--- src/rtl/core/tdl_pkg.sv ---
// Shared types, constants and character tables for the table-driven lexer.
`default_nettype none

package tdl_pkg;

   // Field widths
   localparam int unsigned CHAR_W = 8;
   localparam int unsigned CODE_W = 6;
   localparam int unsigned ERR_W  = 2;
   localparam int unsigned TEXT_W = 64;
   localparam int unsigned LEN_W  = 4;
   localparam int unsigned LINE_W = 16;

   // Input kinds
   localparam logic KIND_CHAR = 1'b0;
   localparam logic KIND_END  = 1'b1;

   // Token codes
   localparam logic [CODE_W-1:0] TK_IDENT  = 6'd0;
   localparam logic [CODE_W-1:0] TK_NUMBER = 6'd13;
   localparam logic [CODE_W-1:0] TK_OPBASE = 6'd14;
   localparam logic [CODE_W-1:0] TK_END    = 6'd32;
   localparam logic [CODE_W-1:0] TK_ERROR  = 6'd33;

   // Error codes
   typedef enum logic [ERR_W-1:0] {
      ERR_NONE,
      ERR_ILLEGAL,
      ERR_CAPITAL,
      ERR_TOO_LONG
   } err_type;

   // Scanner states; an operator state also keeps the operator index.
   typedef enum logic [1:0] {
      S_START,
      S_IDENT,
      S_NUMBER,
      S_OPER
   } scan_state_type;

   // Character classes
   typedef enum logic [2:0] {
      CL_SPACE,
      CL_UPPER,
      CL_LOWER,
      CL_DIGIT,
      CL_OPER,
      CL_ILLEGAL,
      CL_END
   } class_kind_type;

   typedef struct packed {
      class_kind_type kind;
      logic [4:0]     op_index;
   } char_class_type;

   // One result transaction as held in the output queue.
   typedef struct packed {
      logic [CODE_W-1:0] token_code;
      logic [ERR_W-1:0]  error_code;
      logic [TEXT_W-1:0] token_text;
      logic [LEN_W-1:0]  text_length;
      logic [LINE_W-1:0] line_number;
      logic              last;
   } rsp_item_type;

   // Special characters
   localparam logic [CHAR_W-1:0] CH_LF    = 8'h0A;
   localparam logic [CHAR_W-1:0] CH_CR    = 8'h0D;
   localparam logic [CHAR_W-1:0] CH_SPACE = 8'h20;
   localparam logic [CHAR_W-1:0] CH_AMP   = 8'h26;
   localparam logic [CHAR_W-1:0] CH_0     = 8'h30;
   localparam logic [CHAR_W-1:0] CH_9     = 8'h39;
   localparam logic [CHAR_W-1:0] CH_UP_A  = 8'h41;
   localparam logic [CHAR_W-1:0] CH_UP_Z  = 8'h5A;
   localparam logic [CHAR_W-1:0] CH_LO_A  = 8'h61;
   localparam logic [CHAR_W-1:0] CH_LO_Z  = 8'h7A;

   // Operator characters in token-code order: = > < : + - * / % . ( ) , { } ; [ ]
   localparam int unsigned OP_COUNT = 18;
   localparam logic [CHAR_W-1:0] OP_CHARS [OP_COUNT] = '{
      8'h3D, 8'h3E, 8'h3C, 8'h3A, 8'h2B, 8'h2D, 8'h2A, 8'h2F, 8'h25,
      8'h2E, 8'h28, 8'h29, 8'h2C, 8'h7B, 8'h7D, 8'h3B, 8'h5B, 8'h5D
   };

   // Keywords, first character in the low byte, unused bytes zero:
   // start stop iter void var return read print program iff then let
   localparam int unsigned KW_COUNT = 12;
   localparam logic [TEXT_W-1:0] KW_TEXT [KW_COUNT] = '{
      64'h0000_0074_7261_7473,
      64'h0000_0000_706F_7473,
      64'h0000_0000_7265_7469,
      64'h0000_0000_6469_6F76,
      64'h0000_0000_0072_6176,
      64'h0000_6E72_7574_6572,
      64'h0000_0000_6461_6572,
      64'h0000_0074_6E69_7270,
      64'h006D_6172_676F_7270,
      64'h0000_0000_0066_6669,
      64'h0000_0000_6E65_6874,
      64'h0000_0000_0074_656C
   };
   localparam logic [LEN_W-1:0] KW_LEN [KW_COUNT] = '{
      4'd5, 4'd4, 4'd4, 4'd4, 4'd3, 4'd6, 4'd4, 4'd5, 4'd7, 4'd3, 4'd4, 4'd3
   };

   // Sorts one character into its class; operators also give their index.
   function automatic char_class_type classify(input logic [CHAR_W-1:0] c);
      char_class_type cls;
      cls.kind     = CL_ILLEGAL;
      cls.op_index = '0;
      if (c == CH_SPACE) begin
         cls.kind = CL_SPACE;
      end else if (c >= CH_UP_A && c <= CH_UP_Z) begin
         cls.kind = CL_UPPER;
      end else if (c >= CH_LO_A && c <= CH_LO_Z) begin
         cls.kind = CL_LOWER;
      end else if (c >= CH_0 && c <= CH_9) begin
         cls.kind = CL_DIGIT;
      end else begin
         for (int k = 0; k < OP_COUNT; k++) begin
            if (OP_CHARS[k] == c) begin
               cls.kind     = CL_OPER;
               cls.op_index = 5'(k);
            end
         end
      end
      return cls;
   endfunction

   // Parallel keyword compare; an identifier that matches no keyword keeps code 0.
   function automatic logic [CODE_W-1:0] keyword_code(input logic [TEXT_W-1:0] text,
                                                      input logic [LEN_W-1:0]  len);
      logic [CODE_W-1:0] code;
      code = TK_IDENT;
      for (int k = 0; k < KW_COUNT; k++) begin
         if (KW_TEXT[k] == text && KW_LEN[k] == len) begin
            code = CODE_W'(k + 1);
         end
      end
      return code;
   endfunction

endpackage

`default_nettype wire

--- src/rtl/core/tdl_if.sv ---
// Valid/ready channel interfaces for the lexer's character input and token output.
`default_nettype none

interface tdl_req_if import tdl_pkg::*; ();
   logic              valid;
   logic              ready;
   logic              kind;
   logic [CHAR_W-1:0] char_byte;

   modport source (output valid, output kind, output char_byte, input ready);
   modport sink   (input valid, input kind, input char_byte, output ready);
endinterface

interface tdl_rsp_if import tdl_pkg::*; ();
   logic              valid;
   logic              ready;
   logic [CODE_W-1:0] token_code;
   logic [ERR_W-1:0]  error_code;
   logic [TEXT_W-1:0] token_text;
   logic [LEN_W-1:0]  text_length;
   logic [LINE_W-1:0] line_number;
   logic              last;

   modport source (output valid, output token_code, output error_code, output token_text,
                   output text_length, output line_number, output last, input ready);
   modport sink   (input valid, input token_code, input error_code, input token_text,
                   input text_length, input line_number, input last, output ready);
endinterface

`default_nettype wire

--- src/rtl/core/table_driven_lexer.sv ---
// A character accepted is held in the input register, then scanned, and its tokens
// are written into the output queue, from which they are valid on the output.
// Throughput: one character per cycle while the output queue has room for ready to stay
// high; an item may yield two tokens, and the 8-entry output queue is drained at one
// token per cycle while the sink is ready.
// Reset: scanner at start with empty text, line count and its register at 1,
// output queue empty.
`default_nettype none

module table_driven_lexer import tdl_pkg::*; #(
   parameter int unsigned MAX_TEXT_CHARS = 8
) (
   input  wire logic              clock,
   input  wire logic              reset,
   tdl_req_if.sink                req_bus,
   tdl_rsp_if.source              rsp_bus,
   input  wire logic              csr_wr_en,
   input  wire logic [LINE_W-1:0] csr_wr_data
);

   localparam logic [LEN_W-1:0] MaxChars   = LEN_W'(MAX_TEXT_CHARS);
   localparam int unsigned      FifoDepth  = 8;
   localparam int unsigned      PtrW       = $clog2(FifoDepth);
   localparam int unsigned      CntW       = $clog2(FifoDepth + 1);
   localparam logic [CntW-1:0]  ReadyLimit = CntW'(FifoDepth - 4);

   // Saturating line increment
   function automatic logic [LINE_W-1:0] sat_inc(input logic [LINE_W-1:0] v);
      return (v == '1) ? v : v + LINE_W'(1);
   endfunction

   // Input register
   logic              s1_valid_ff;
   logic              s1_kind_ff;
   logic [CHAR_W-1:0] s1_char_ff;

   // Scanner state
   scan_state_type    scan_ff, scan_in;
   logic [4:0]        op_ff, op_in;
   logic [TEXT_W-1:0] text_ff, text_in;
   logic [LEN_W-1:0]  count_ff, count_in;
   logic [LINE_W-1:0] line_ff, line_in;
   logic [LINE_W-1:0] first_line_ff;
   logic              nl_ff, nl_in;
   logic              comment_ff, comment_in;

   // Output queue
   rsp_item_type      queue_ff [FifoDepth];
   logic [PtrW-1:0]   wr_ptr_ff, wr_ptr_in, rd_ptr_ff, rd_ptr_in, wr_next_ptr;
   logic [CntW-1:0]   cnt_ff, cnt_in;

   // Scan datapath
   logic              req_accept;
   logic              rsp_accept;
   logic              feed_char;
   logic [CHAR_W-1:0] eff_char;
   char_class_type    cls;
   logic              goes_on;
   logic [CODE_W-1:0] cur_code;
   logic [LINE_W-1:0] line_eff;
   logic              run_start;
   logic              first_emit, second_emit;
   rsp_item_type      first_item, second_item;
   rsp_item_type      res0, res1;
   logic [1:0]        push_cnt;

   // Handshakes: room for two more items' worth of results is kept free.
   assign req_accept    = req_bus.valid && req_bus.ready;
   assign req_bus.ready = (cnt_ff <= ReadyLimit);
   assign rsp_accept    = rsp_bus.valid && rsp_bus.ready;

   always_ff @(posedge clock) begin
      if (reset) begin
         s1_valid_ff <= 1'b0;
      end else begin
         s1_valid_ff <= req_accept;
      end
   end

   always_ff @(posedge clock) begin
      if (req_accept) begin
         s1_kind_ff <= req_bus.kind;
         s1_char_ff <= req_bus.char_byte;
      end
   end

   // Classification; a newline is scanned as a space.
   assign eff_char  = (s1_char_ff == CH_LF) ? CH_SPACE : s1_char_ff;
   assign feed_char = (s1_kind_ff == KIND_CHAR) && !comment_ff
                      && (s1_char_ff != CH_AMP) && (s1_char_ff != CH_CR);

   always_comb begin
      if (s1_kind_ff == KIND_END) begin
         cls.kind     = CL_END;
         cls.op_index = '0;
      end else begin
         cls = classify(eff_char);
      end
   end

   assign goes_on = ((scan_ff == S_IDENT)
                     && (cls.kind == CL_UPPER || cls.kind == CL_LOWER || cls.kind == CL_DIGIT))
                    || ((scan_ff == S_NUMBER) && (cls.kind == CL_DIGIT));

   // Code of the token in progress
   always_comb begin
      unique case (scan_ff)
         S_IDENT:  cur_code = keyword_code(text_ff, count_ff);
         S_NUMBER: cur_code = TK_NUMBER;
         S_OPER:   cur_code = TK_OPBASE + CODE_W'(op_ff);
         default:  cur_code = TK_IDENT;
      endcase
   end

   assign line_eff = nl_ff ? sat_inc(line_ff) : line_ff;

   // Next state and results of the item in the input register.
   always_comb begin
      scan_in     = scan_ff;
      op_in       = op_ff;
      text_in     = text_ff;
      count_in    = count_ff;
      line_in     = line_ff;
      nl_in       = nl_ff;
      comment_in  = comment_ff;
      run_start   = 1'b0;
      first_emit  = 1'b0;
      second_emit = 1'b0;
      first_item  = '0;
      second_item = '0;

      if (s1_valid_ff) begin
         line_in = line_eff;
         nl_in   = 1'b0;

         if (s1_kind_ff == KIND_END || feed_char) begin
            // Token in progress: error, extend, or finish it.
            if (scan_ff == S_START) begin
               run_start = 1'b1;
            end else if (cls.kind == CL_ILLEGAL) begin
               first_emit  = 1'b1;
               first_item  = '{TK_ERROR, ERR_ILLEGAL, text_ff, count_ff, line_eff, 1'b0};
               scan_in     = S_START;
               op_in       = '0;
               text_in     = '0;
               count_in    = '0;
            end else if (goes_on) begin
               if (count_ff >= MaxChars) begin
                  first_emit = 1'b1;
                  first_item = '{TK_ERROR, ERR_TOO_LONG, text_ff, count_ff, line_eff, 1'b0};
                  scan_in    = S_START;
                  op_in      = '0;
                  text_in    = '0;
                  count_in   = '0;
               end else begin
                  text_in  = text_ff | (TEXT_W'(eff_char) << {count_ff[2:0], 3'b000});
                  count_in = count_ff + LEN_W'(1);
               end
            end else begin
               first_emit = 1'b1;
               first_item = '{cur_code, ERR_NONE, text_ff, count_ff, line_eff, 1'b0};
               scan_in    = S_START;
               op_in      = '0;
               text_in    = '0;
               count_in   = '0;
               run_start  = 1'b1;
            end

            // The character as seen from the start state.
            if (run_start) begin
               case (cls.kind)
                  CL_LOWER: begin
                     scan_in  = S_IDENT;
                     text_in  = TEXT_W'(eff_char);
                     count_in = LEN_W'(1);
                  end
                  CL_DIGIT: begin
                     scan_in  = S_NUMBER;
                     text_in  = TEXT_W'(eff_char);
                     count_in = LEN_W'(1);
                  end
                  CL_OPER: begin
                     scan_in  = S_OPER;
                     op_in    = cls.op_index;
                     text_in  = TEXT_W'(eff_char);
                     count_in = LEN_W'(1);
                  end
                  CL_UPPER: begin
                     if (first_emit) begin
                        second_emit = 1'b1;
                        second_item = '{TK_ERROR, ERR_CAPITAL, '0, '0, line_eff, 1'b0};
                     end else begin
                        first_emit = 1'b1;
                        first_item = '{TK_ERROR, ERR_CAPITAL, '0, '0, line_eff, 1'b0};
                     end
                  end
                  CL_ILLEGAL: begin
                     first_emit = 1'b1;
                     first_item = '{TK_ERROR, ERR_ILLEGAL, '0, '0, line_eff, 1'b0};
                  end
                  CL_END: begin
                     if (first_emit) begin
                        second_emit = 1'b1;
                        second_item = '{TK_END, ERR_NONE, '0, '0, line_eff, 1'b0};
                     end else begin
                        first_emit = 1'b1;
                        first_item = '{TK_END, ERR_NONE, '0, '0, line_eff, 1'b0};
                     end
                  end
                  default: begin
                  end
               endcase
            end
         end

         // Comments, newlines and the end of a source.
         if (s1_kind_ff == KIND_END) begin
            comment_in = 1'b0;
            scan_in    = S_START;
            op_in      = '0;
            text_in    = '0;
            count_in   = '0;
            line_in    = first_line_ff;
         end else if (comment_ff) begin
            if (s1_char_ff == CH_LF) begin
               line_in = sat_inc(line_eff);
            end else if (s1_char_ff == CH_AMP) begin
               comment_in = 1'b0;
            end
         end else if (s1_char_ff == CH_AMP) begin
            comment_in = 1'b1;
         end else if (s1_char_ff == CH_LF) begin
            nl_in = 1'b1;
         end
      end

      // A register write reloads the line count.
      if (csr_wr_en) begin
         line_in = csr_wr_data;
      end
   end

   always_ff @(posedge clock) begin
      if (reset) begin
         scan_ff       <= S_START;
         op_ff         <= '0;
         text_ff       <= '0;
         count_ff      <= '0;
         line_ff       <= LINE_W'(1);
         first_line_ff <= LINE_W'(1);
         nl_ff         <= 1'b0;
         comment_ff    <= 1'b0;
      end else begin
         scan_ff    <= scan_in;
         op_ff      <= op_in;
         text_ff    <= text_in;
         count_ff   <= count_in;
         line_ff    <= line_in;
         nl_ff      <= nl_in;
         comment_ff <= comment_in;
         if (csr_wr_en) begin
            first_line_ff <= csr_wr_data;
         end
      end
   end

   // Mark the final result of the item.
   always_comb begin
      res0      = first_item;
      res0.last = !second_emit;
      res1      = second_item;
      res1.last = 1'b1;
      push_cnt  = {1'b0, first_emit} + {1'b0, second_emit};
   end

   // Output queue: up to two writes and one read per cycle.
   assign wr_next_ptr = wr_ptr_ff + PtrW'(1);
   assign wr_ptr_in   = wr_ptr_ff + PtrW'(push_cnt);
   assign rd_ptr_in   = rd_ptr_ff + PtrW'(rsp_accept);
   assign cnt_in      = cnt_ff + CntW'(push_cnt) - CntW'(rsp_accept);

   always_ff @(posedge clock) begin
      if (first_emit) begin
         queue_ff[wr_ptr_ff] <= res0;
      end
      if (second_emit) begin
         queue_ff[wr_next_ptr] <= res1;
      end
   end

   always_ff @(posedge clock) begin
      if (reset) begin
         wr_ptr_ff <= '0;
         rd_ptr_ff <= '0;
         cnt_ff    <= '0;
      end else begin
         wr_ptr_ff <= wr_ptr_in;
         rd_ptr_ff <= rd_ptr_in;
         cnt_ff    <= cnt_in;
      end
   end

   // Output transaction
   assign rsp_bus.valid       = (cnt_ff != '0);
   assign rsp_bus.token_code  = queue_ff[rd_ptr_ff].token_code;
   assign rsp_bus.error_code  = queue_ff[rd_ptr_ff].error_code;
   assign rsp_bus.token_text  = queue_ff[rd_ptr_ff].token_text;
   assign rsp_bus.text_length = queue_ff[rd_ptr_ff].text_length;
   assign rsp_bus.line_number = queue_ff[rd_ptr_ff].line_number;
   assign rsp_bus.last        = queue_ff[rd_ptr_ff].last;

   // Checks
   a_queue_bound: assert property (@(posedge clock) disable iff (reset)
      cnt_ff <= CntW'(FifoDepth))
      else $error("Output queue holds more results than its depth.");

   a_text_bound: assert property (@(posedge clock) disable iff (reset)
      count_ff <= MaxChars)
      else $error("Collected text is longer than the limit.");

   a_start_empty: assert property (@(posedge clock) disable iff (reset)
      scan_ff == S_START |-> (count_ff == '0 && text_ff == '0))
      else $error("Scanner at start with text still collected.");

   a_end_clears: assert property (@(posedge clock) disable iff (reset)
      (s1_valid_ff && s1_kind_ff == KIND_END && !csr_wr_en)
      |=> (scan_ff == S_START && !comment_ff && !nl_ff && line_ff == first_line_ff))
      else $error("End of input did not return the scanner to its initial state.");

   a_pair_last: assert property (@(posedge clock) disable iff (reset)
      second_emit |-> (first_emit && !res0.last && res1.last))
      else $error("Two results of one item are not marked first and final.");

endmodule

`default_nettype wire
--- src/flat_wrapper.sv ---
// flat-port wrapper written by rule: the top's interface ports become plain ports
module table_driven_lexer_flat import tdl_pkg::*;
#(
   parameter int unsigned MAX_TEXT_CHARS = 8
)
  (clock, reset, csr_wr_en, csr_wr_data, req_bus_valid, req_bus_kind, req_bus_char_byte, req_bus_ready, rsp_bus_valid, rsp_bus_token_code, rsp_bus_error_code, rsp_bus_token_text, rsp_bus_text_length, rsp_bus_line_number, rsp_bus_last, rsp_bus_ready);
  tdl_req_if req_bus_i ();
  tdl_rsp_if rsp_bus_i ();
  input  wire logic clock;
  input  wire logic reset;
  input  wire logic csr_wr_en;
  input  wire logic [LINE_W-1:0] csr_wr_data;
  input wire logic [$bits(req_bus_i.valid)-1:0] req_bus_valid;
  input wire logic [$bits(req_bus_i.kind)-1:0] req_bus_kind;
  input wire logic [$bits(req_bus_i.char_byte)-1:0] req_bus_char_byte;
  output wire logic [$bits(req_bus_i.ready)-1:0] req_bus_ready;
  output wire logic [$bits(rsp_bus_i.valid)-1:0] rsp_bus_valid;
  output wire logic [$bits(rsp_bus_i.token_code)-1:0] rsp_bus_token_code;
  output wire logic [$bits(rsp_bus_i.error_code)-1:0] rsp_bus_error_code;
  output wire logic [$bits(rsp_bus_i.token_text)-1:0] rsp_bus_token_text;
  output wire logic [$bits(rsp_bus_i.text_length)-1:0] rsp_bus_text_length;
  output wire logic [$bits(rsp_bus_i.line_number)-1:0] rsp_bus_line_number;
  output wire logic [$bits(rsp_bus_i.last)-1:0] rsp_bus_last;
  input wire logic [$bits(rsp_bus_i.ready)-1:0] rsp_bus_ready;
  assign req_bus_i.valid = req_bus_valid;
  assign req_bus_i.kind = req_bus_kind;
  assign req_bus_i.char_byte = req_bus_char_byte;
  assign req_bus_ready = req_bus_i.ready;
  assign rsp_bus_valid = rsp_bus_i.valid;
  assign rsp_bus_token_code = rsp_bus_i.token_code;
  assign rsp_bus_error_code = rsp_bus_i.error_code;
  assign rsp_bus_token_text = rsp_bus_i.token_text;
  assign rsp_bus_text_length = rsp_bus_i.text_length;
  assign rsp_bus_line_number = rsp_bus_i.line_number;
  assign rsp_bus_last = rsp_bus_i.last;
  assign rsp_bus_i.ready = rsp_bus_ready;
  table_driven_lexer #(.MAX_TEXT_CHARS(MAX_TEXT_CHARS)) u_core (.clock(clock), .reset(reset), .req_bus(req_bus_i), .rsp_bus(rsp_bus_i), .csr_wr_en(csr_wr_en), .csr_wr_data(csr_wr_data));
endmodule
--- config.mk ---
export PLATFORM = sky130hd
export DESIGN_NAME = table_driven_lexer_flat
export DESIGN_NICKNAME = d
export VERILOG_FILES = /design/src/rtl/core/tdl_pkg.sv /design/src/rtl/core/tdl_if.sv /design/src/rtl/core/table_driven_lexer.sv /design/src/flat_wrapper.sv
export SDC_FILE = /design/constraint.sdc
export NUM_CORES = 2
export LEC_CHECK = 0
export BUFFER_PORTS_ARGS = -buffer_cell sky130_fd_sc_hd__buf_2
export CORE_ASPECT_RATIO = 0.5
export CORE_MARGIN = 8
export CORE_UTILIZATION = 40
export DETAILED_ROUTE_END_ITERATION = 6
export GPL_TIMING_DRIVEN = 1
export HOLD_SLACK_MARGIN = 0.12
export PLACE_DENSITY_LB_ADDON = 0.12
export RECOVER_POWER = 50
export SYNTH_ARGS = -nofsm -noshare
export SYNTH_HDL_FRONTEND = slang
export SYNTH_SLANG_ARGS = --single-unit
--- constraint.sdc ---
create_clock -name clock -period 4.2 [get_ports clock]
set_clock_uncertainty 0.2 [all_clocks]
set_input_delay 0.21 -clock clock [delete_from_list [all_inputs] [get_ports clock]]
set_output_delay 0.21 -clock clock [all_outputs]
set_load 0.02 [all_outputs]
==> flow_summary.toml <==
[worst_setup_path]
cp_num_buf_inv = 3
path_delay_family = "simple AND/OR/NAND/NOR gates"
worstPathCellList = "or4b_1 -> mux2i_2 -> a211oi_2 -> o21a_1 -> or4_1 -> or2_4 -> clkinv_4 -> ha_2 -> inv_1 -> ha_1 -> inv_1 -> ha_1 -> a21o_1 -> a21oi_2 -> xnor2_1 -> nor2_1"
worstPathRequired_ps = 4540
crit_slowest_cell = "or4b_1"
worst_ep_arrival_time_ps = 4420
critPathLaunchType = "flop"
crit_fanout = 7
critPathMaxStageDelay_ps = 550
end_kind = "flop"
worstSetupPathType = "reg -> reg"

[detailed_routing]
drc = 3
route.met2.wl_mm = 52.3
vias = 27300
wire_per_inst_um = 25.8
met1_length_mm = 54.1
via_per_inst = 6.06
antenna_left = 0
drt-initial-drc-count = 2563
totalWireLength_mm = 116
top_layer_used = "met4"
wl_met3_mm = 7.67
drt-pass1-iter-count = 7

[timing]
period_needed_ps = 4080
max_slew_margin = -0.471
worst_pin_slew_ps = 2210
slew_violations = 49
rsz0062_at_grt = "true"
hold_viol_final = 0
period_share = 0.971
hold_ws_ps = 164
setup_tns_ps = 0
setup_viol_count_final = 0
fmax_mhz = 245

[cts]
cts_tree = "yes"
htreeDepth = 3
path_clk_slew_ps = 70
clockBufferDepth = 3
cts-root-buf = "clkbuf_16"
cts_sinks = 873
clk_latency_ps = 690
postCtsSetupRepairBufs = 0
cts_buffers = 81

[layout]
layout-drive-gt1-share = 0.218
final-instance-count-excl-fill = 4514
nFillCells = 8240
fin_nets = 3255
area_growth_pct = 17.4
fin_area_um2 = 43300
multiInputGateArea_um2 = 16300
post-route-util = 0.476
register_area_um2 = 19100

[synth]
synth_top_area_cell = "dfxtp_1"
synth_seq_cells = 873
synth-async-reset-ratio = 0
yosys_warnings = 0
synth_edf_count = 161
synth_area_um2 = 36900
synth.distinct_cells = 81
avgSynthCellArea_um2 = 12.1
synth_top_area_frac = 0.387
ys.flop_type = "dfxtp_1"
syn-num-nets = 3102
syn_inst = 3051
ys_seq_area_frac = 0.518
synth_area_leaders = "dfxtp_1 (39%), a22o_1 (14%), edfxtp_1 (13%)"

[placed_design]
io_buffer_count = 124
dpl.hpwl_mm = 71.2
place_area_um2 = 39800
place.gp.congestion = 0.912
placed_cells = 4279

[global_route]
grt_usage = 0.218
grt_max_degree = 73
gr-total-overflow = 0
grt_pass1_wl_mm = 175
antenna_found_initial = 0
grt_pass1_vias = 27000

[status]
status = "finished with violations"
violations = "DRC, capacitance limit, slew limit"

[worst_hold_path]
hp-class = "in -> reg"

[pwr]
p_leak_nw = 15.7
p_per_area_nw_per_um2 = 465
ir_worst_vdd_mv = 0.267

[die]
ioPinCount = 125
fp.dieH_um = 231
die_area_um2 = 103000
initial_utilization = 0.405
rows = 78
core_area_um2 = 91000
die_w_um = 445

[run]
drv_cap = 1
## cell type report
| type | instances | share of cell area |
|---|---|---|
| Timing Repair Buffer | 408 | 0.0781 |
| Clock inverter | 32 | 0.00995 |
| Tap cell | 1240 | 0.0359 |
| Antenna cell | 1 | 0.0000578 |
| Inverter | 37 | 0.00333 |
| Clock buffer | 120 | 0.0554 |
| Sequential cell | 873 | 0.441 |
| Multi-Input combinational cell | 1803 | 0.376 |
## metal layers
metal  global-route usage  vias up
met1                0.315    14100
met3               0.0436      146
met2                0.338      957
met4               0.0487        0
met5                    0        -
li1                     -    12100
## state kept, by name (all words and copies together) (netlist names), 3 cells and up
name                  flops
u_core.cnt_ff             4
u_core.count_ff           4
u_core.first_line_ff     16
u_core.wr_ptr_ff          3
u_core.line_ff           16
u_core.op_ff              5
u_core.rd_ptr_ff          3
u_core.queue_ff         744
u_core.s1_char_ff         8
u_core.text_ff           64
## path summary, 6_finish.rpt
kind                                  startpoint                                  end  slack [ps]  depth (start not counted)
max               u_core.s1_char_ff[6]$_DFFE_PP_          u_core.cnt_ff[3]$_SDFF_PP0_         120                         16
min                               csr_wr_data[9]       u_core.line_ff[9]$_SDFFE_PP0P_         160                          4
max reg2reg       u_core.s1_char_ff[6]$_DFFE_PP_          u_core.cnt_ff[3]$_SDFF_PP0_         120                         16
min reg2reg  u_core.queue_ff[7][20]$_SDFFE_PP0N_  u_core.queue_ff[7][20]$_SDFFE_PP0N_         260                          1
## power breakdown
| group | switching (mW) | internal [mW] | leakage, nW |
|---|---|---|---|
| sequential | 0.175 | 8.67 | 7.22 |
| combinational | 1.98 | 1.35 | 7.12 |
| clock | 3.48 | 4.45 | 1.39 |
## cell families after synthesis
family	Yosys count	synth area share
AOI/OAI and AO/OA	850	0.190
xor gates and xnor gates	20	0.00475
adders and majority gates	21	0.00754
buffers and inverters	375	0.0443
DFF	873	0.518
muxes	304	0.149
and+or+nand+nor	608	0.0862
## synthesized netlist by cell type, types with 9 or more instances
cell,count
or2_2,17
a31oi_1,9
o22ai_1,17
nor4_1,33
buf_4,16
buf_2,60
nand4_1,29
o22a_1,10
and3_1,11
nor2b_1,20
xnor2_1,12
nor3_1,45
nor3b_1,10
mux2_2,95
a32o_1,24
mux4_2,186
inv_1,34
nand4b_1,15
o2bb2ai_1,16
clkbuf_1,218
edfxtp_1,161
mux2i_1,23
buf_1,32
dfxtp_1,712
nand2b_1,27
a21oi_1,52
buf_6,12
or3_1,12
and2_1,22
nand3_1,40
or4_1,10
nor2_1,209
o21ai_0,44
a22o_1,599
ha_1,19
nand2_1,66
## what timing repair did
item	in CTS	in global routing
endpoints found under the setup margin	0	38
hold endpoints to repair	74	0
gates resized for setup	0	4
hold buffers	82	0
## through the flow
stage / worst slack, ps / power, mW
3_5_place_dp: 120 / 12.4
5_1_grt: -72.7 / 20.9
2_1_floorplan: 24.6 / 11.2
4_1_cts: 100 / 20.4
6_report: 120 / 20.1
3_3_place_gp: 109 / 12.4
## placed cells by master, fill, tap and decap left out, types with 9 or more instances in the layout
cell type,instances
o22ai_1,17
nor4_1,33
o2bb2ai_1,16
nor3_1,41
and3_1,11
a31oi_1,9
or2_2,15
buf_12,41
clkbuf_1,70
edfxtp_1,161
mux4_2,186
mux2i_1,22
clkinv_2,13
inv_1,34
a32o_1,24
nand4_1,29
mux2_2,70
ha_1,18
nor2_1,209
clkbuf_8,16
dlygate4sd3_1,82
a22o_1,599
or4_1,10
nand2b_1,27
dfxtp_1,709
nand2_1,66
buf_4,146
and2_1,21
or3_1,12
nand4b_1,15
a21oi_1,51
o21ai_0,45
xnor2_1,12
clkbuf_16,84
nand3_1,40
clkbuf_2,24
mux2_1,25
buf_2,63
nor2b_1,20
## worst reg2reg max path: cells and delay by family, from the launching register on
kind,cells,cell delay [ps]
compound gates,4,740
xor+xnor,1,120
fa+ha+maj,3,750
buf+inv,3,150
flops,1,400
mux,1,210
simple gates,4,1390
No activity file was read; power rests on OpenSTA's default activity.
